[src/design/pid_sir_pkg.sv]
// ----------------------------------------------------------------------------
// PID step controller package
// Shared widths, register indexes, configuration and term types, and the
// saturation helpers used by the datapath stages.
// ----------------------------------------------------------------------------
package pid_sir_pkg;

    // Field widths.
    localparam int DATA_W  = 32;
    localparam int GAIN_W  = 24;
    localparam int LIMIT_W = 31;
    localparam int FRAC_W  = 16;
    localparam int PROD_W  = GAIN_W + DATA_W;
    localparam int ACC_W   = PROD_W + 2;
    localparam int OUT_W   = ACC_W - FRAC_W;
    localparam int CFG_IDX_W = 2;

    // Configuration register indexes.
    localparam logic [CFG_IDX_W-1:0] REG_GAIN_P        = 2'd0;
    localparam logic [CFG_IDX_W-1:0] REG_GAIN_I_DT     = 2'd1;
    localparam logic [CFG_IDX_W-1:0] REG_GAIN_D_PER_DT = 2'd2;
    localparam logic [CFG_IDX_W-1:0] REG_SUM_LIMIT     = 2'd3;

    // Reset value of the sum limit: 500.0 in Q16.16.
    localparam logic [LIMIT_W-1:0] SUM_LIMIT_RESET = 31'd32768000;

    // Rounding bias: one half in the product's fraction position.
    localparam logic [ACC_W-1:0] ROUND_BIAS = ACC_W'(1) << (FRAC_W - 1);

    localparam logic [DATA_W-1:0] DATA_MAX = {1'b0, {(DATA_W-1){1'b1}}};
    localparam logic [DATA_W-1:0] DATA_MIN = {1'b1, {(DATA_W-1){1'b0}}};

    typedef struct packed {
        logic [GAIN_W-1:0]  gain_p;
        logic [GAIN_W-1:0]  gain_i_dt;
        logic [GAIN_W-1:0]  gain_d_per_dt;
        logic [LIMIT_W-1:0] sum_limit;
    } pid_cfg_t;

    // Terms handed from the state update stage to the multiply stage.
    typedef struct packed {
        logic [DATA_W-1:0] error;
        logic [DATA_W-1:0] error_sum;
        logic [DATA_W-1:0] error_delta;
    } pid_terms_t;

    // Saturate a 33-bit two's complement value to 32 bits.
    function automatic logic [DATA_W-1:0] sat_data(input logic [DATA_W:0] v);
        logic [DATA_W-1:0] r;
        if (v[DATA_W] != v[DATA_W-1])
        begin
            r = v[DATA_W] ? DATA_MIN : DATA_MAX;
        end
        else
        begin
            r = v[DATA_W-1:0];
        end
        return r;
    endfunction

    // Saturate the rounded output word to 32 bits.
    function automatic logic [DATA_W-1:0] sat_out(input logic [OUT_W-1:0] v);
        logic [DATA_W-1:0] r;
        if ((&v[OUT_W-1:DATA_W-1]) || !(|v[OUT_W-1:DATA_W-1]))
        begin
            r = v[DATA_W-1:0];
        end
        else
        begin
            r = v[OUT_W-1] ? DATA_MIN : DATA_MAX;
        end
        return r;
    endfunction

endpackage

[src/design/pid_sir_cfg.sv]
// ----------------------------------------------------------------------------
// PID configuration registers
// Holds the three gains and the error sum limit, written by index.
// ----------------------------------------------------------------------------
module pid_sir_cfg (
    input  logic                                   clk,
    input  logic                                   rst_n,
    input  logic                                   cfg_write,
    input  logic [pid_sir_pkg::CFG_IDX_W-1:0]      cfg_index,
    input  logic [pid_sir_pkg::LIMIT_W-1:0]        cfg_data,
    output pid_sir_pkg::pid_cfg_t                  cfg
);
    import pid_sir_pkg::*;

    pid_cfg_t cfg_reg;

    // Register file write.
    always_ff @(posedge clk or negedge rst_n)
    begin
        if (!rst_n)
        begin
            cfg_reg.gain_p        <= '0;
            cfg_reg.gain_i_dt     <= '0;
            cfg_reg.gain_d_per_dt <= '0;
            cfg_reg.sum_limit     <= SUM_LIMIT_RESET;
        end
        else if (cfg_write)
        begin
            unique case (cfg_index)
                REG_GAIN_P:        cfg_reg.gain_p        <= cfg_data[GAIN_W-1:0];
                REG_GAIN_I_DT:     cfg_reg.gain_i_dt     <= cfg_data[GAIN_W-1:0];
                REG_GAIN_D_PER_DT: cfg_reg.gain_d_per_dt <= cfg_data[GAIN_W-1:0];
                REG_SUM_LIMIT:     cfg_reg.sum_limit     <= cfg_data;
                default:           cfg_reg.sum_limit     <= cfg_reg.sum_limit;
            endcase
        end
    end

    assign cfg = cfg_reg;

endmodule

[config.mk]
export PLATFORM = sky130hd
export DESIGN_NAME = pid_sir_cfg
export DESIGN_NICKNAME = d
export VERILOG_FILES = /design/src/design/pid_sir_pkg.sv /design/src/design/pid_sir_cfg.sv
export SDC_FILE = /design/constraint.sdc
export NUM_CORES = 1
export LEC_CHECK = 0
export BUFFER_PORTS_ARGS = -buffer_cell sky130_fd_sc_hd__buf_2
export CAP_MARGIN = 15
export CORE_ASPECT_RATIO = 0.5
export CORE_MARGIN = 8
export CORE_UTILIZATION = 30
export CTS_CLUSTER_DIAMETER = 50
export CTS_CLUSTER_SIZE = 16
export DETAILED_ROUTE_END_ITERATION = 8
export PLACE_DENSITY = 0.59
export SLEW_MARGIN = 20
export SYNTH_ARGS = -nofsm -noshare
export SYNTH_HDL_FRONTEND = slang
export SYNTH_SLANG_ARGS = --single-unit
[constraint.sdc]
create_clock -name clk -period 0.8 [get_ports clk]
set_input_delay 0.08 -clock clk [delete_from_list [all_inputs] [get_ports clk]]
set_output_delay 0.08 -clock clk [all_outputs]
set_load 0.02 [all_outputs]
==> impl_metrics.yaml, run 1 <==
run_status:
  status: "finished with violations"
  violations: "setup timing"
finish:
  layout_commonest_cell: "buf_6"
  multi_input_area_um2: 1470
  final_net_count: 442
  regArea_um2: 2640
  final_cell_area_um2: 6610
  largest_reg_flops: 103
  nFillCells: 1044
  layout_common_cells: "121 x buf_6, 64 x mux2_4, 57 x dfrtp_1, 40 x dfrtp_2, 39 x mux2_2"
  drive_gt1_share_pct: 83.0
  diodes: 0
  stdcell_count: 581
  syn_to_final_growth_pct: 70.7
  final_util_pct: 52.3
global_route:
  met3_usage_pct: 3.88
  grt_pass1_vias: 2819
  grt_util_met1_pct: 13.9
  grt_max_degree: 45
  antenna_found_initial: 0
  grt_pass1_wl_mm: 16.3
  top_usage_layer: "met2"
  grt_overflow_total: 0
  grt_usage_pct: 12.3
  grtUsageMet2_pct: 22.8
timing:
  fin_setup_tns_ps: -18620
  finalMaxSlewViolations: 0
  setup_slack_ps: -278
  worst_pin_slew_ps: 239
  setup_viol: 128
  fmax_mhz: 928
  slew_headroom_pct: 84.1
  min_period_ps: 1080
  hold_violations: 0
  rsz0062_at_grt: "true"
  clock_skew_ps: 0
  finalCritPeriodShare_pct: 135
placement:
  dp.cells: 532
  dp_hpwl_mm: 7.13
  gp_congestion: 0.663
  io_buffers: 138
  placed_cell_area_um2: 5170
yosys:
  yosys_warnings: 0
  ys_seq_area_share_pct: 66.8
  syn-num-nets: 255
  ys_ff_latch: 103
  syn-instance-count: 219
  netlist_area_um2: 3870
  post_synth.cell_area_avg_um2: 17.7
  ys_types: 11
power:
  leakagePower_uw: 0.00314
  peakVddDrop_mv: 1.08
  p_per_area_nw_per_um2: 2600
clock_network:
  clock-sinks: 103
  max-clock-path-buffers: 2
  h-tree-depth: 3
  clk_pin_slew_ps: 70
  clk_latency_ps: 330
  cts_tree: "done"
  cts_buffers: 9
  clockRootBuffer: "clkbuf_16"
floorplan:
  floorplan.die_area_um2: 17000
  core_um2: 12600
  ioPinCount: 139
  rows: 29
  die_w_um: 177
  start_util_pct: 30.7
  die_y_um: 96.3
routing:
  vias: 2564
  drt_iter0_drc: 104
  drc: 0
  wl_per_cell_um: 18.8
  totalWireLength_mm: 10.9
  via_per_inst: 4.41
  postRouteAntennaNets: 0
  drtPass1Iterations: 4
setup_path:
  worstSetupPathType: "reg2out"
  cp-end-kind: "primary output"
  critPathMaxStageDelay_ps: 540
  path_delay_family: "flip-flops"
  crit_arrival_ps: 1000
  critPathBufInv: 1
  slowest_stage: "dfstp_2"
  start_kind: "flop"
  crit_chain: "buf_6"
  crit_fanout: 2
  crit_required_ps: 720
hold_path:
  worstHoldPathType: "in2reg"
job:
  maxCapViolations: 0
[area by class of cell]
class	instances	share of cell area [%]
repair buffers	185	30.4
multi-input cells	107	22.2
clock buffers	9	3.41
flip-flops and latches	103	39.9
clock inverters	7	0.852
well taps	170	3.22
[routing by layer]
metal	routed length [µm]	vias to the layer above	part of all wire (%)
met5	0	-	0
met1	4360	1346	40
met3	627	8	5.7
li1	-	1159	-
met2	5860	51	54
met4	95	0	0.87
[power by group]
group / leakage [µW] / switching (µW) / internal, µW / total [µW]
sequential: 0.00117 / 798 / 6320 / 7110
combinational: 0.00184 / 2420 / 3480 / 5900
clock: 0.000125 / 2030 / 2140 / 4170
[through the flow]
| step | hold WS, ps | total power [µW] | setup WS (ps) |
|---|---|---|---|
| 2_1_floorplan | -216 | 9400 | -219 |
| 3_3_place_gp | -93.6 | 11100 | -338 |
| 3_5_place_dp | -95.3 | 11100 | -375 |
| 4_1_cts | 1.32 | 17100 | -294 |
| 5_1_grt | 5.88 | 18000 | -316 |
| 6_report | 14.4 | 17200 | -278 |
[final timing paths]
| kind | start | endpoint | slack [ps] | cells past startpoint |
|---|---|---|---|---|
| setup / recovery | cfg[18]$_DFFE_PN1P_ | cfg[18] | -280 | 1 |
| hold / removal | cfg_data[16] | cfg[95]$_DFFE_PN0P_ | 10 | 2 |
| setup reg to reg | cfg[26]$_DFFE_PN0P_ | cfg[26]$_DFFE_PN0P_ | -100 | 2 |
| hold reg to reg | cfg[50]$_DFFE_PN0P_ | cfg[50]$_DFFE_PN0P_ | 530 | 1 |
| max in group asynchronous | rst_n | cfg[21]$_DFFE_PN1P_ | 210 | 3 |
| min in group asynchronous | rst_n | cfg[25]$_DFFE_PN0P_ | 110 | 2 |
[timing repair]
item	4_1_cts	5_1_grt
hold endpoints to repair	116	0
pin swaps	0	1
buffers inserted	16	3
endpoints found under the setup margin	105	152
cloned	0	3
resized for setup	210	43
hold buffers	13	0
[synth_stat cells]
cell type  instances  area share [%]
mux2_2           102              30
dfrtp_1           97              63
dfstp_2            6             4.1
buf_2              3            0.39
buf_4              2            0.39
buf_6              2            0.58
clkbuf_8           2            0.71
nand3b_2           2            0.58
mux2_1             1            0.29
nand3_1            1            0.13
nor3b_4            1            0.48
[logic make-up (layout without fill, tap and decap cells)]
kind of cell | Yosys count | after routing | share of synthesized area, %
DFF | 103 | 103 | 66.8
buffers and inverters | 9 | 201 | 2.07
muxes | 103 | 103 | 30.0
and+or+nand+nor | 4 | 4 | 1.20
No activity file was read; power rests on OpenSTA's default activity.
==> inputs of run 2 (changes only) <==
--- a/config.mk
+++ b/config.mk
@@ -14,6 +14,7 @@
 export CTS_CLUSTER_SIZE = 16
 export DETAILED_ROUTE_END_ITERATION = 8
 export PLACE_DENSITY = 0.59
+export SKIP_CTS_REPAIR_TIMING = 1
 export SLEW_MARGIN = 20
 export SYNTH_ARGS = -nofsm -noshare
 export SYNTH_HDL_FRONTEND = slang
==> constraint.sdc (replaced) <==
create_clock -name clk -period 1.1 [get_ports clk]
set_input_delay 0.11 -clock clk [delete_from_list [all_inputs] [get_ports clk]]
set_output_delay 0.11 -clock clk [all_outputs]
set_load 0.02 [all_outputs]
==> impl_metrics.yaml, run 2 (synthesis gave the netlist of run 1 again) <==
finish:
  diodes: 0
  layout_commonest_cell: "buf_2"
  regArea_um2: 2580
  drive_gt1_share_pct: 72.2
  layout_common_cells: "131 x buf_2, 102 x mux2_2, 97 x dfrtp_1, 9 x clkbuf_16, 7 x dlygate4sd3_1"
  final_util_pct: 41.6
  syn_to_final_growth_pct: 35.8
  nFillCells: 1204
  largest_reg_flops: 103
  multi_input_area_um2: 1210
  final_net_count: 412
  stdcell_count: 551
setup_path:
  cp-end-kind: "primary output"
  crit_arrival_ps: 1010
  crit_chain: "buf_6"
  critPathBufInv: 1
  slowest_stage: "dfstp_2"
  start_kind: "flop"
  path_delay_family: "flip-flops"
  crit_fanout: 2
  crit_required_ps: 990
  critPathMaxStageDelay_ps: 550
  worstSetupPathType: "reg2out"
routing:
  postRouteAntennaNets: 0
  drtPass1Iterations: 2
  wl_met3_um: 382
  wl_per_cell_um: 17.1
  vias: 2389
  drt_iter0_drc: 108
  m1WireLength_mm: 3.66
  routed.top_layer: "met4"
  totalWireLength_mm: 9.42
  via_per_inst: 4.34
  wl_met2_mm: 5.30
  drc: 0
timing:
  rsz0062_at_grt: "true"
  fin_worst_hold_slack_ps: 3.39
  finalMaxSlewViolations: 0
  worst_pin_slew_ps: 411
  fin_setup_tns_ps: -22.9
  setup_viol: 3
  fmax_mhz: 894
  setup_slack_ps: -18.4
  hold_violations: 0
  min_period_ps: 1120
  clock_skew_ps: 0
  slew_headroom_pct: 72.6
  finalCritPeriodShare_pct: 102
run_status:
  violations: "setup timing"
  status: "finished with violations"
global_route:
  grt_pass1_wl_mm: 14.3
  antenna_found_initial: 0
  grt_overflow_total: 0
  grt_pass1_vias: 2578
  grt_max_degree: 77
  grt_usage_pct: 11.0
power:
  leakagePower_uw: 0.00248
  comb_power_share_pct: 25.8
  pwr-share-seq_pct: 44.9
  power.clock.fraction_pct: 29.3
  sw_frac_of_total_pct: 30.8
  intPower_uw: 7560
  p_per_area_nw_per_um2: 2080
  peakVddDrop_mv: 0.714
  power_uw: 10900
  p_switching_uw: 3360
floorplan:
  start_util_pct: 30.7
  rows: 29
  floorplan.die_area_um2: 17000
  die_w_um: 177
  ioPinCount: 139
  die_y_um: 96.3
  core_um2: 12600
clock_network:
  clk_pin_slew_ps: 70
  h-tree-depth: 3
  cts_buffers: 9
  cts_tree: "done"
  clk_latency_ps: 340
  clockRootBuffer: "clkbuf_16"
  max-clock-path-buffers: 2
  clock-sinks: 103
placement:
  dp.cells: 528
  dp_hpwl_mm: 6.90
  gp_congestion: 0.702
  io_buffers: 138
job:
  maxCapViolations: 0
hold_path:
  worstHoldPathType: "in2reg"
-- run 2: cell types whose count changed in the layout (fill, tap and decap cells not counted), moves of 3 or more --
cell	before	now
mux2_2	39	102
buf_12	13	6
dlygate4sd3_1	13	7
dfrtp_1	57	97
clkinvlp_4	4	1
dfrtp_2	40	0
buf_2	29	131
mux2_4	64	0
buf_6	121	6
-- run 2: worst paths after layout --
kind / from / endpoint / slack, ps / cells after the start
max: cfg[18]$_DFFE_PN1P_ / cfg[18] / -20 / 1
min: cfg_data[25] / cfg[25]$_DFFE_PN0P_ / 3 / 2
max reg2reg: cfg[100]$_DFFE_PN0P_ / cfg[100]$_DFFE_PN0P_ / 310 / 1
min reg2reg: cfg[11]$_DFFE_PN0P_ / cfg[11]$_DFFE_PN0P_ / 500 / 1
max in group asynchronous: rst_n / cfg[23]$_DFFE_PN1P_ / 420 / 3
min in group asynchronous: rst_n / cfg[72]$_DFFE_PN0P_ / 340 / 3
-- run 2: metal layers --
metal	GRT usage, %	vias up
li1	-	1091
met1	11.7	1253
met2	20.9	38
met3	3.37	7
met4	3.54	0
met5	0	-
-- run 2: power by group through the flow --
| stage | Sequential [µW] | Combinational [µW] | Clock (µW) |
|---|---|---|---|
| 2_1_floorplan | 5850 | 723 | 0 |
| 3_3_place_gp | 4940 | 2790 | 0 |
| 3_5_place_dp | 4970 | 2820 | 0 |
| 4_1_cts | 4900 | 2820 | 3320 |
| 5_1_grt | 5010 | 3000 | 3440 |
| 6_report | 4900 | 2820 | 3200 |
-- run 2: cell type report --
type	instances	area share, %
clock buffer	11	4.62
clock inverter	5	1.07
multi-input combinational	107	23.0
sequential	103	49.2
tap	170	4.04
timing repair buffer	155	18.1
-- run 2: metrics by stage --
step	cell area (µm²)	setup WS [ps]
after floorplan	3870	50.8
after global placement	4850	-70.0
after detailed placement	4850	-89.1
after CTS	5150	-72.5
after global routing	5260	-55.2
final	5260	-18.4
