<file path="config.mk">
export PLATFORM = sky130hd
export DESIGN_NAME = pid_sir_front
export DESIGN_NICKNAME = d
export VERILOG_FILES = /design/src/design/pid_sir_pkg.sv /design/src/design/pid_sir_front.sv
export SDC_FILE = /design/constraint.sdc
export NUM_CORES = 1
export LEC_CHECK = 0
export BUFFER_PORTS_ARGS = -buffer_cell sky130_fd_sc_hd__buf_2
export CAP_MARGIN = 30
export CORE_MARGIN = 2
export CORE_UTILIZATION = 40
export DETAILED_ROUTE_END_ITERATION = 8
export PLACE_DENSITY = 0.67
export SYNTH_ARGS = -nofsm -noshare
export SYNTH_HDL_FRONTEND = slang
export SYNTH_SLANG_ARGS = --single-unit
export TNS_END_PERCENT = 100
</file>
<file path="constraint.sdc">
create_clock -name clk -period 7.71 [get_ports clk]
set_clock_uncertainty 0.2 [all_clocks]
set_input_delay 0.771 -clock clk [delete_from_list [all_inputs] [get_ports clk]]
set_output_delay 0.771 -clock clk [all_outputs]
set_load 0.02 [all_outputs]
</file>
<file path="src/design/pid_sir_pkg.sv">
// ----------------------------------------------------------------------------
// PID step controller package
// Shared widths, register indexes, configuration and term types, and the
// saturation helpers used by the datapath stages.
// ----------------------------------------------------------------------------
package pid_sir_pkg;

    // Field widths.
    localparam int DATA_W  = 32;
    localparam int GAIN_W  = 24;
    localparam int LIMIT_W = 31;
    localparam int FRAC_W  = 16;
    localparam int PROD_W  = GAIN_W + DATA_W;
    localparam int ACC_W   = PROD_W + 2;
    localparam int OUT_W   = ACC_W - FRAC_W;
    localparam int CFG_IDX_W = 2;

    // Configuration register indexes.
    localparam logic [CFG_IDX_W-1:0] REG_GAIN_P        = 2'd0;
    localparam logic [CFG_IDX_W-1:0] REG_GAIN_I_DT     = 2'd1;
    localparam logic [CFG_IDX_W-1:0] REG_GAIN_D_PER_DT = 2'd2;
    localparam logic [CFG_IDX_W-1:0] REG_SUM_LIMIT     = 2'd3;

    // Reset value of the sum limit: 500.0 in Q16.16.
    localparam logic [LIMIT_W-1:0] SUM_LIMIT_RESET = 31'd32768000;

    // Rounding bias: one half in the product's fraction position.
    localparam logic [ACC_W-1:0] ROUND_BIAS = ACC_W'(1) << (FRAC_W - 1);

    localparam logic [DATA_W-1:0] DATA_MAX = {1'b0, {(DATA_W-1){1'b1}}};
    localparam logic [DATA_W-1:0] DATA_MIN = {1'b1, {(DATA_W-1){1'b0}}};

    typedef struct packed {
        logic [GAIN_W-1:0]  gain_p;
        logic [GAIN_W-1:0]  gain_i_dt;
        logic [GAIN_W-1:0]  gain_d_per_dt;
        logic [LIMIT_W-1:0] sum_limit;
    } pid_cfg_t;

    // Terms handed from the state update stage to the multiply stage.
    typedef struct packed {
        logic [DATA_W-1:0] error;
        logic [DATA_W-1:0] error_sum;
        logic [DATA_W-1:0] error_delta;
    } pid_terms_t;

    // Saturate a 33-bit two's complement value to 32 bits.
    function automatic logic [DATA_W-1:0] sat_data(input logic [DATA_W:0] v);
        logic [DATA_W-1:0] r;
        if (v[DATA_W] != v[DATA_W-1])
        begin
            r = v[DATA_W] ? DATA_MIN : DATA_MAX;
        end
        else
        begin
            r = v[DATA_W-1:0];
        end
        return r;
    endfunction

    // Saturate the rounded output word to 32 bits.
    function automatic logic [DATA_W-1:0] sat_out(input logic [OUT_W-1:0] v);
        logic [DATA_W-1:0] r;
        if ((&v[OUT_W-1:DATA_W-1]) || !(|v[OUT_W-1:DATA_W-1]))
        begin
            r = v[DATA_W-1:0];
        end
        else
        begin
            r = v[OUT_W-1] ? DATA_MIN : DATA_MAX;
        end
        return r;
    endfunction

endpackage

</file>
<file path="src/design/pid_sir_front.sv">
// ----------------------------------------------------------------------------
// PID input register and state update
// Registers the incoming word, then forms the error, applies the sum limit
// reset and updates the error sum, last error and error difference.
// ----------------------------------------------------------------------------
module pid_sir_front (
    input  logic                                   clk,
    input  logic                                   rst_n,
    input  logic                                   in_valid,
    output logic                                   in_stall,
    input  logic [pid_sir_pkg::DATA_W-1:0]         target_value,
    input  logic [pid_sir_pkg::DATA_W-1:0]         measured_value,
    input  logic [pid_sir_pkg::LIMIT_W-1:0]        sum_limit,
    output logic                                   terms_valid,
    input  logic                                   terms_ready,
    output pid_sir_pkg::pid_terms_t                terms
);
    import pid_sir_pkg::*;

    logic              in_v_reg;
    logic              in_v_next;
    logic [DATA_W-1:0] target_reg;
    logic [DATA_W-1:0] measured_reg;

    logic              terms_v_reg;
    logic              terms_v_next;
    pid_terms_t        terms_reg;
    pid_terms_t        terms_next;

    logic [DATA_W-1:0] error_sum_reg;
    logic [DATA_W-1:0] last_error_reg;
    logic [DATA_W-1:0] error_delta_reg;
    logic              first_sample_reg;

    logic              ready_in;
    logic              ready_terms;
    logic              load_in;
    logic              move_terms;

    logic [DATA_W:0]   sum_abs;
    logic              clear_state;
    logic [DATA_W-1:0] base_sum;
    logic [DATA_W-1:0] base_last;
    logic              first_now;
    logic [DATA_W-1:0] error_new;
    logic [DATA_W-1:0] sum_new;
    logic [DATA_W-1:0] diff_new;
    logic [DATA_W-1:0] delta_new;

    // Handshake: each stage moves on when the next one is empty or moving.
    assign ready_terms = !terms_v_reg || terms_ready;
    assign ready_in    = !in_v_reg || ready_terms;
    assign in_stall    = !ready_in;
    assign load_in     = in_valid && ready_in;
    assign move_terms  = in_v_reg && ready_terms;

    assign in_v_next    = load_in || (in_v_reg && !ready_terms);
    assign terms_v_next = move_terms || (terms_v_reg && !terms_ready);

    // Limit check on the stored sum; equality does not clear.
    always_comb
    begin
        sum_abs     = error_sum_reg[DATA_W-1] ? ((DATA_W+1)'(0) - {1'b1, error_sum_reg})
                                              : {1'b0, error_sum_reg};
        clear_state = sum_abs > {2'b00, sum_limit};
        base_sum    = clear_state ? '0 : error_sum_reg;
        base_last   = clear_state ? '0 : last_error_reg;
        first_now   = clear_state || first_sample_reg;
    end

    // Error, running sum and difference, each saturated to 32 bits.
    always_comb
    begin
        error_new = sat_data({target_reg[DATA_W-1], target_reg}
                             - {measured_reg[DATA_W-1], measured_reg});
        sum_new   = sat_data({base_sum[DATA_W-1], base_sum}
                             + {error_new[DATA_W-1], error_new});
        diff_new  = sat_data({error_new[DATA_W-1], error_new}
                             - {base_last[DATA_W-1], base_last});
        delta_new = first_now ? error_delta_reg : diff_new;

        terms_next.error       = error_new;
        terms_next.error_sum   = sum_new;
        terms_next.error_delta = delta_new;
    end

    // Handshake valid bits.
    always_ff @(posedge clk or negedge rst_n)
    begin
        if (!rst_n)
        begin
            in_v_reg    <= 1'b0;
            terms_v_reg <= 1'b0;
        end
        else
        begin
            in_v_reg    <= in_v_next;
            terms_v_reg <= terms_v_next;
        end
    end

    // Controller state, updated once per word as it leaves the input register.
    always_ff @(posedge clk or negedge rst_n)
    begin
        if (!rst_n)
        begin
            error_sum_reg    <= '0;
            last_error_reg   <= '0;
            error_delta_reg  <= '0;
            first_sample_reg <= 1'b1;
        end
        else if (move_terms)
        begin
            error_sum_reg    <= sum_new;
            last_error_reg   <= error_new;
            error_delta_reg  <= delta_new;
            first_sample_reg <= 1'b0;
        end
    end

    // Payload registers.
    always_ff @(posedge clk)
    begin
        if (load_in)
        begin
            target_reg   <= target_value;
            measured_reg <= measured_value;
        end
        if (move_terms)
        begin
            terms_reg <= terms_next;
        end
    end

    assign terms_valid = terms_v_reg;
    assign terms       = terms_reg;

endmodule

</file>
==> results.md, run 1 <==
- Crit path to: terms[40]
- CP top delay family: compound AO/OA/AOI/OAI gates
- Post-synthesis mux area share: 0.0336
- Pre-antenna DRT Iters: 5
- Synth async-reset ratio: 0.382
- Multi-input gate area: 0.00863 mm2
- Main combinational cell family by area after synthesis: compound AO/OA/AOI/OAI gates
- Mapped Nets: 1,891
- H-tree levels: 1
- Critical path depth: 28
- Post-synth EDFFs: 160
- DRC: 0
- Synth Area in Adders: 0.103
- Synth area leaders: edfxtp_1 29%, dfrtp_1 15%, ha_1 9.9%
- FF-to-FF setup slack: 260 ps
- Worst Path Arrival: 7580 ps
- Storage cell area: 0.00728 mm2
- Post-placement cell area: 0.0191 mm2
- Largest area contributor in the netlist: edfxtp_1
- R2R depth: 28
- Overflow after GRT: 0
- Worst-path clk slew: 60 ps
- Synth top area share: 0.293
- TNS Setup: 0 ps
- Final non-filler cell total: 2,551
- Count of pins over their slew limit: 0
- Post-synth cell types: 77
- Simple-gate share of the synthesized area: 0.138
- Post-synthesis compound-gate area fraction: 0.186
- Die Span Y: 207 um
- Vias in the first global route: 13,431
- Antenna violations before repair: 0
- Max reg flops: 96
- Mean post-synth cell area: 9.89 um2
- FP Rows: 74
- Starting Density: 0.404
- Max-slew headroom: 0.442
- Vias: 13,777
- Crit path launch type: flip-flop
- Synth Warn #: 0
- Inserted Diodes: 0
- Die width: 207 um
- Synthesis-stage register bit count: 259
- # IOs: 197
- RSZ-0062 raised after global routing: yes
- Crit. Startpoint: error_sum_reg[14]
- Vias per cell: 5.40
- Die Area: 0.0427 mm2
- Share of layout cells above drive strength 1: 0.251
- Final Hold Fails: 0
- Crit end category: flip-flop
- Detailed Place HPWL: 37,100 um
- Worst Path Required: 7840 ps
- Reg2reg end: terms[40]
- Worst-Margin Slew: 828 ps
- Clk_lat worst skew: 580 ps
- Placed instance count: 2,496
- Max-Cap Viols: 0
- Final instance area: 0.0203 mm2
- Clk buf depth: 3
- Core box area: 0.0406 mm2
- Total Nets Final: 2,229
- Largest net degree at the start of global routing: 81
- Max stage delay cell, worst path: or4_4
- Buf/Inv on CP: 5
- Synth Flop Type: edfxtp_1
- Worst R2R Start: error_sum_reg[14]
- IO buf count: 196
- Commonest non-fill, non-tap cell in the layout: buf_2
- Fmax: 134 MHz
- Tcrit/Tclk final: 0.967
- Synth Area in XOR/XNOR: 0.0571
- Status: finished, final reports clean
- Fillers: 3,810
- Final setup fails: 0
- GRT Total Usage: 0.222
- Final ANT Viol Nets: 0
- Final wirelength: 47,500 um
- Avg WL per Cell: 18.6 um
- P&R area growth vs syn: 23.8%
- Worst path max stage delay: 550 ps
- Most frequent cells in the layout: 196 x buf_2, 169 x a21oi_1, 168 x buf_4
- RePlAce Congestion: 0.905
- First-pass GRT wire length: 73,700 um
- Post-Synthesis Cells: 1,659
- Drt initial violations: 928
- Root Buffer: clkbuf_16
- CP most frequent cell: buf_4
- Sequential element share of the synthesized area: 0.444
- Final min period: 7450 ps
- Crit-path max FO: 11
- Cts bufs inserted: 28
- Synthesized area: 0.0164 mm2
- CTS tree: yes
- Setup CP Type: reg -> reg
- HP Class: in -> async
- Sink Count: 259
## synthesized netlist by cell type, types with 6 or more instances
master	count
xnor2_1	72
a31oi_1	23
nor2b_1	20
xor2_1	35
nor2_1	116
o21ai_1	6
o211ai_1	12
nor3_1	15
edfxtp_1	160
nand2_1	161
o31ai_1	12
mux2_2	40
o21a_1	14
o22a_1	7
a21oi_1	173
a211oi_1	8
ha_1	130
or3_1	6
and3_1	13
inv_1	92
buf_2	12
o41ai_1	7
nand2b_1	24
dfrtp_1	98
nand4_1	18
clkbuf_1	47
and2_1	42
nand3_1	24
o21ai_0	90
a211o_1	7
o21bai_1	15
a21o_1	71
## worst min path at each step
stage | from | to | cells after the start | slack, ps
floorplan | error_delta_reg[31] | error_delta_reg[31] | 2 | 250
global placement | error_delta_reg[31] | error_delta_reg[31] | 2 | 260
detailed placement | error_delta_reg[31] | error_delta_reg[31] | 2 | 270
CTS | rst_n | error_delta_reg[1] | 1 | 30
global route | rst_n | error_delta_reg[1] | 1 | 70
finish | rst_n | error_delta_reg[1] | 1 | 10
## logic make-up (layout without fill, tap and decap cells)
logic type,after synthesis,in the layout
and+or+nand+nor,469,469
adders and majority gates,133,133
AOI/OAI and AO/OA,487,487
DFF,259,259
xor gates and xnor gates,107,107
buffers and inverters,156,516
muxes,48,48
## repair_timing
| action | 4_1_cts | 5_1_grt |
|---|---|---|
| hold buffers | 0 | 0 |
| setup endpoints to repair | 12 | 124 |
| setup buffers | 0 | 3 |
| cloned | 0 | 0 |
| pin swaps | 0 | 7 |
| resized for setup | 2 | 39 |
## worst reg2reg max path: cells and delay by family (launching register included)
family	cells	cell delay (ps)
AND/OR/NAND/NOR	8	2110
flip-flops	1	380
buffers and inverters	5	800
XOR/XNOR	1	180
AO/OA/AOI/OAI	12	2970
adder cells (fa/ha/maj)	2	570
## layout make-up
class | count | share of cell area
Tap cell | 532 | 0.0328
Multi-Input combinational cell | 1244 | 0.425
Timing Repair Buffer | 371 | 0.116
Sequential cell | 259 | 0.358
Clock buffer | 35 | 0.0393
Clock inverter | 17 | 0.0110
Inverter | 93 | 0.0177
## metal layers
layer	up-vias	share of wire	track usage
met1	6596	0.46	0.313
met2	406	0.45	0.351
met3	78	0.062	0.0323
met5	-	0	0
li1	6697	-	-
met4	0	0.031	0.0717
## through the flow
| stage | worst slack (ps) | hold slack [ps] | utilization |
|---|---|---|---|
| global placement | -12.8 | 262 | 0.470 |
| detailed placement | 11.6 | 270 | 0.470 |
| global route | -58.8 | 69.8 | 0.500 |
| CTS | 13.5 | 32.1 | 0.496 |
| finish | 256 | 11.3 | 0.500 |
| floorplan | 350 | 249 | - |
Power of run 1 is left out: the tool's default activity adds up to more than one toggle a clock period on the data nets, which glitch-free logic cannot reach.
==> run 2: changes to the inputs <==
Settings changed: CELL_PAD_IN_SITES_DETAIL_PLACEMENT set to 1, CELL_PAD_IN_SITES_GLOBAL_PLACEMENT set to 1, PLACE_DENSITY 0.67 to 0.8.
==> run 2 against run 1 <==
Utilization is 0.63 points lower. Die area stayed put. Count of clock-buffer cells in the layout is 6 higher. Sequential cell count unchanged. Cell area is 1.3% lower. Final cell count down 1.6%. Wire length increased by 9.6%. Worst setup slack got worse by 15 ps. Critical path depth down 1. Global-route usage increased by 2.3 points.
==> results.md, run 2 (synthesis results as in run 1) <==
- TNS Setup: 0 ps
- WHS Path Cells: 1
- # IOs: 197
- Most frequent cells in the layout: 197 x buf_2, 169 x a21oi_1, 161 x nand2_1
- Final ANT Viol Nets: 0
- R2R depth: 27
- Vias in the first global route: 14,823
- Status: finished, final reports clean
- Overflow after GRT: 0
- Max stage delay cell, worst path: or4b_1
- FP Rows: 74
- Fmax: 134 MHz
- Die Area: 0.0427 mm2
- Clk_lat worst skew: 580 ps
- Crit path launch type: flip-flop
- GRT Total Usage: 0.245
- Multi-input gate area: 0.00869 mm2
- Max reg flops: 96
- Die Span Y: 207 um
- Drt initial violations: 835
- Total Nets Final: 2,185
- Fillers: 4,583
- Final min period: 7470 ps
- Final setup fails: 0
- Max-Cap Viols: 0
- HP Class: in -> reg
- Sink Count: 259
- Tcrit/Tclk final: 0.969
- Max-slew headroom: 0.265
- H-tree levels: 1
- Critical path depth: 27
- Vias per cell: 5.57
- Crit end category: flip-flop
- Final Util: 0.494
- Root Buffer: clkbuf_16
- Commonest non-fill, non-tap cell in the layout: buf_2
- Vias: 13,963
- Final wirelength: 52,000 um
- Post-placement cell area: 0.0188 mm2
- Final Hold Fails: 0
- Core box area: 0.0406 mm2
- Placed instance count: 2,451
- Detailed Place HPWL: 39,600 um
- Storage cell area: 0.00728 mm2
- Pre-antenna DRT Iters: 5
- Worst path max stage delay: 560 ps
- Buf/Inv on CP: 3
- Avg WL per Cell: 20.7 um
- Final instance area: 0.0201 mm2
- CTS tree: yes
- Worst-path clk slew: 60 ps
- Hold Crit Start: measured_value[14]
- Final non-filler cell total: 2,509
- Crit-path max FO: 11
- Inserted Diodes: 0
- Count of pins over their slew limit: 0
- First-pass GRT wire length: 81,500 um
- Starting Density: 0.404
- P&R area growth vs syn: 22.3%
- Crit. Startpoint: error_sum_reg[18]
- Cts bufs inserted: 30
- Clk buf depth: 3
- Worst R2R Start: error_sum_reg[18]
- IO buf count: 196
- DRC: 0
- Share of layout cells above drive strength 1: 0.237
- Worst Path Required: 7830 ps
- Die width: 207 um
- Largest net degree at the start of global routing: 105
- CP top delay family: simple AND/OR/NAND/NOR gates
- RePlAce Congestion: 0.898
- Setup CP Type: reg -> reg
- Antenna violations before repair: 0
- Worst Path Arrival: 7590 ps
- Worst-Margin Slew: 1090 ps
[run 2: repair_timing]
item	CTS	global route
hold buffers	1	0
endpoints found under the hold margin	32	0
gates resized for setup	7	46
endpoints found under the setup margin	88	124
setup buffers	0	1
pin swaps	1	10
[run 2: final cells by class]
cell class	count	area share
multi-input combinational	1244	0.433
inverter	93	0.0178
sequential	259	0.363
clock inverter	15	0.0123
timing repair buffer	325	0.0987
clock buffer	41	0.0415
tap	532	0.0332
[run 2: per-stage QoR]
| step | setup slack [ps] | hold slack [ps] |
|---|---|---|
| after floorplan | 350 | 249 |
| after global placement | 209 | 267 |
| after detailed placement | -113 | 277 |
| after CTS | 18.6 | 142 |
| after global routing | -30.4 | 149 |
| final | 241 | 167 |
[run 2: path summary, 6_finish.rpt]
check / endpoint / slack, ps
setup / recovery: terms[0] / 240
hold / removal: measured_reg[14] / 170
setup reg to reg: terms[0] / 240
hold reg to reg: error_delta_reg[31] / 290
max in group asynchronous: error_delta_reg[29] / 5490
min in group asynchronous: error_sum_reg[9] / 510
[run 2: layer usage]
layer | global-route usage | vias up | routed length (um)
li1 | - | 6595 | -
met4 | 0.0908 | 0 | 1980
met3 | 0.0372 | 114 | 2730
met5 | 0 | - | 0
met1 | 0.314 | 6921 | 22400
met2 | 0.417 | 333 | 24900
Power of run 2 is left out for the same reason.
==> run 3: changes to the inputs <==
Settings changed: CORE_MARGIN 2 to not set.
==> run 3 against run 2 <==
Sequential share of layout area down 1.2 points. Cell area up 3.3%. Non-clock buffer count up 79. Final cell count up 2.9%. Count of clock-buffer cells in the layout down 3. Wire length down 0.65%. Largest cell class unchanged. Critical endpoint is now terms[10]. Worst setup slack worse by 42 ps.
==> results.md, run 3 (synthesis results as in run 1) <==
- Status: finished, final reports clean
- Largest net degree at the start of global routing: 80
- Drt initial violations: 843
- Die Span Y: 205 um
- Commonest non-fill, non-tap cell in the layout: buf_4
- M1 wire length: 22,300 um
- CP top delay family: compound AO/OA/AOI/OAI gates
- Clk_lat worst skew: 570 ps
- First-pass GRT wire length: 81,000 um
- Final wirelength: 51,700 um
- CTS tree: yes
- Fillers: 4,522
- Inserted Diodes: 0
- Antenna violations before repair: 0
- Total Nets Final: 2,265
- Root Buffer: clkbuf_16
- Max-Cap Viols: 0
- Final setup fails: 0
- Detailed Place HPWL: 40,200 um
- IO buf count: 196
- Die Area: 0.0418 mm2
- Most frequent cells in the layout: 200 x buf_4, 197 x buf_2, 164 x a21oi_1
- Die width: 205 um
- Worst Path Required: 7820 ps
- FP Rows: 73
- Storage cell area: 0.00728 mm2
- Met2 wire length: 25,500 um
- Final Hold Fails: 0
- DRC: 0
- Multi-input gate area: 0.00880 mm2
- P&R area growth vs syn: 26.3%
- Avg WL per Cell: 20.0 um
- Overflow after GRT: 0
- Worst-path clk slew: 70 ps
- Clk buf depth: 3
- HP Class: in -> reg
- Sink Count: 259
- Worst path max stage delay: 550 ps
- Share of layout cells above drive strength 1: 0.273
- GRT Total Usage: 0.246
- Cts bufs inserted: 31
- Crit end category: flip-flop
- Buf/Inv on CP: 5
- Max reg flops: 96
- Vias in the first global route: 15,077
- Final ANT Viol Nets: 0
- Max-slew headroom: 0.364
- CP most frequent cell: buf_4
- RePlAce Congestion: 0.898
- Worst Path Arrival: 7620 ps
- H-tree levels: 1
- Max stage delay cell, worst path: or4_4
- WL met3: 2470 um
- Crit-path max FO: 7
- Core box area: 0.0401 mm2
- Final Util: 0.517
- Crit path launch type: flip-flop
- Final min period: 7510 ps
- Top Metal Used: met4
- Worst-Margin Slew: 953 ps
- Count of pins over their slew limit: 0
- Vias per cell: 5.53
- # IOs: 197
- Starting Density: 0.409
- Fmax: 133 MHz
- Pre-antenna DRT Iters: 6
- Tcrit/Tclk final: 0.974
- Setup CP Type: reg -> reg
- Vias: 14,282
-- run 3: cell count changes in the layout (fill, tap and decap cells not counted), sizes merged --
cell	previous run	this run
clkinv	4	9
clkbuf	41	38
buf	324	403
bufinv	6	4
inv	94	95
-- run 3: worst reg2reg max path: cells and delay by family (launching register included) --
family,cells,cell delay [ps]
and+or+nand+nor,6,1720
DFF,1,380
buffers and inverters,5,740
AOI/OAI and AO/OA,13,2970
adders and majority gates,3,810
xor gates and xnor gates,1,160
muxes,1,280
-- run 3: timing repair --
action / CTS / global route
cloned: 0 / 0
resized for setup: 29 / 36
pin swaps: 6 / 9
hold buffers: 1 / 0
endpoints found under the hold margin: 32 / 0
endpoints found under the setup margin: 117 / 124
setup buffers: 4 / 0
-- run 3: cell type report --
| class | count | share of cell area |
|---|---|---|
| sequential | 259 | 0.351 |
| inverter | 93 | 0.0173 |
| clock inverter | 19 | 0.0107 |
| timing repair buffer | 404 | 0.126 |
| clock buffer | 38 | 0.0387 |
| multi-input combinational | 1244 | 0.425 |
| tap | 525 | 0.0317 |
-- run 3: routing by layer --
metal,vias up,global-route usage
met5,-,0
met4,0,0.0666
met3,77,0.0326
met2,344,0.429
met1,7108,0.318
li1,6753,-
-- run 3: worst paths after layout --
kind | startpoint | to | slack (ps) | cells past startpoint
max | error_sum_reg[14] | terms[10] | 200 | 29
min | target_value[13] | target_reg[13] | 170 | 1
max reg2reg | error_sum_reg[14] | terms[10] | 200 | 29
min reg2reg | error_delta_reg[31] | error_delta_reg[31] | 280 | 2
max in group asynchronous | rst_n | error_delta_reg[29] | 5510 | 3
min in group asynchronous | rst_n | error_sum_reg[7] | 500 | 2
-- run 3: per-stage QoR --
| stage | setup TNS [ps] | std cells | setup slack, ps | area [um2] | hold slack, ps |
|---|---|---|---|---|---|
| after detailed placement | -24340 | 2520 | -526 | 19400 | 271 |
| after CTS | 0 | 2582 | 9.30 | 20600 | 141 |
| after global routing | -1090 | 2582 | -104 | 20700 | 157 |
| after floorplan | 0 | 1659 | 350 | 16400 | 249 |
| final | 0 | 2582 | 199 | 20700 | 167 |
| after global placement | -5360 | 2518 | -280 | 19300 | 263 |
Power of run 3 is left out for the same reason.
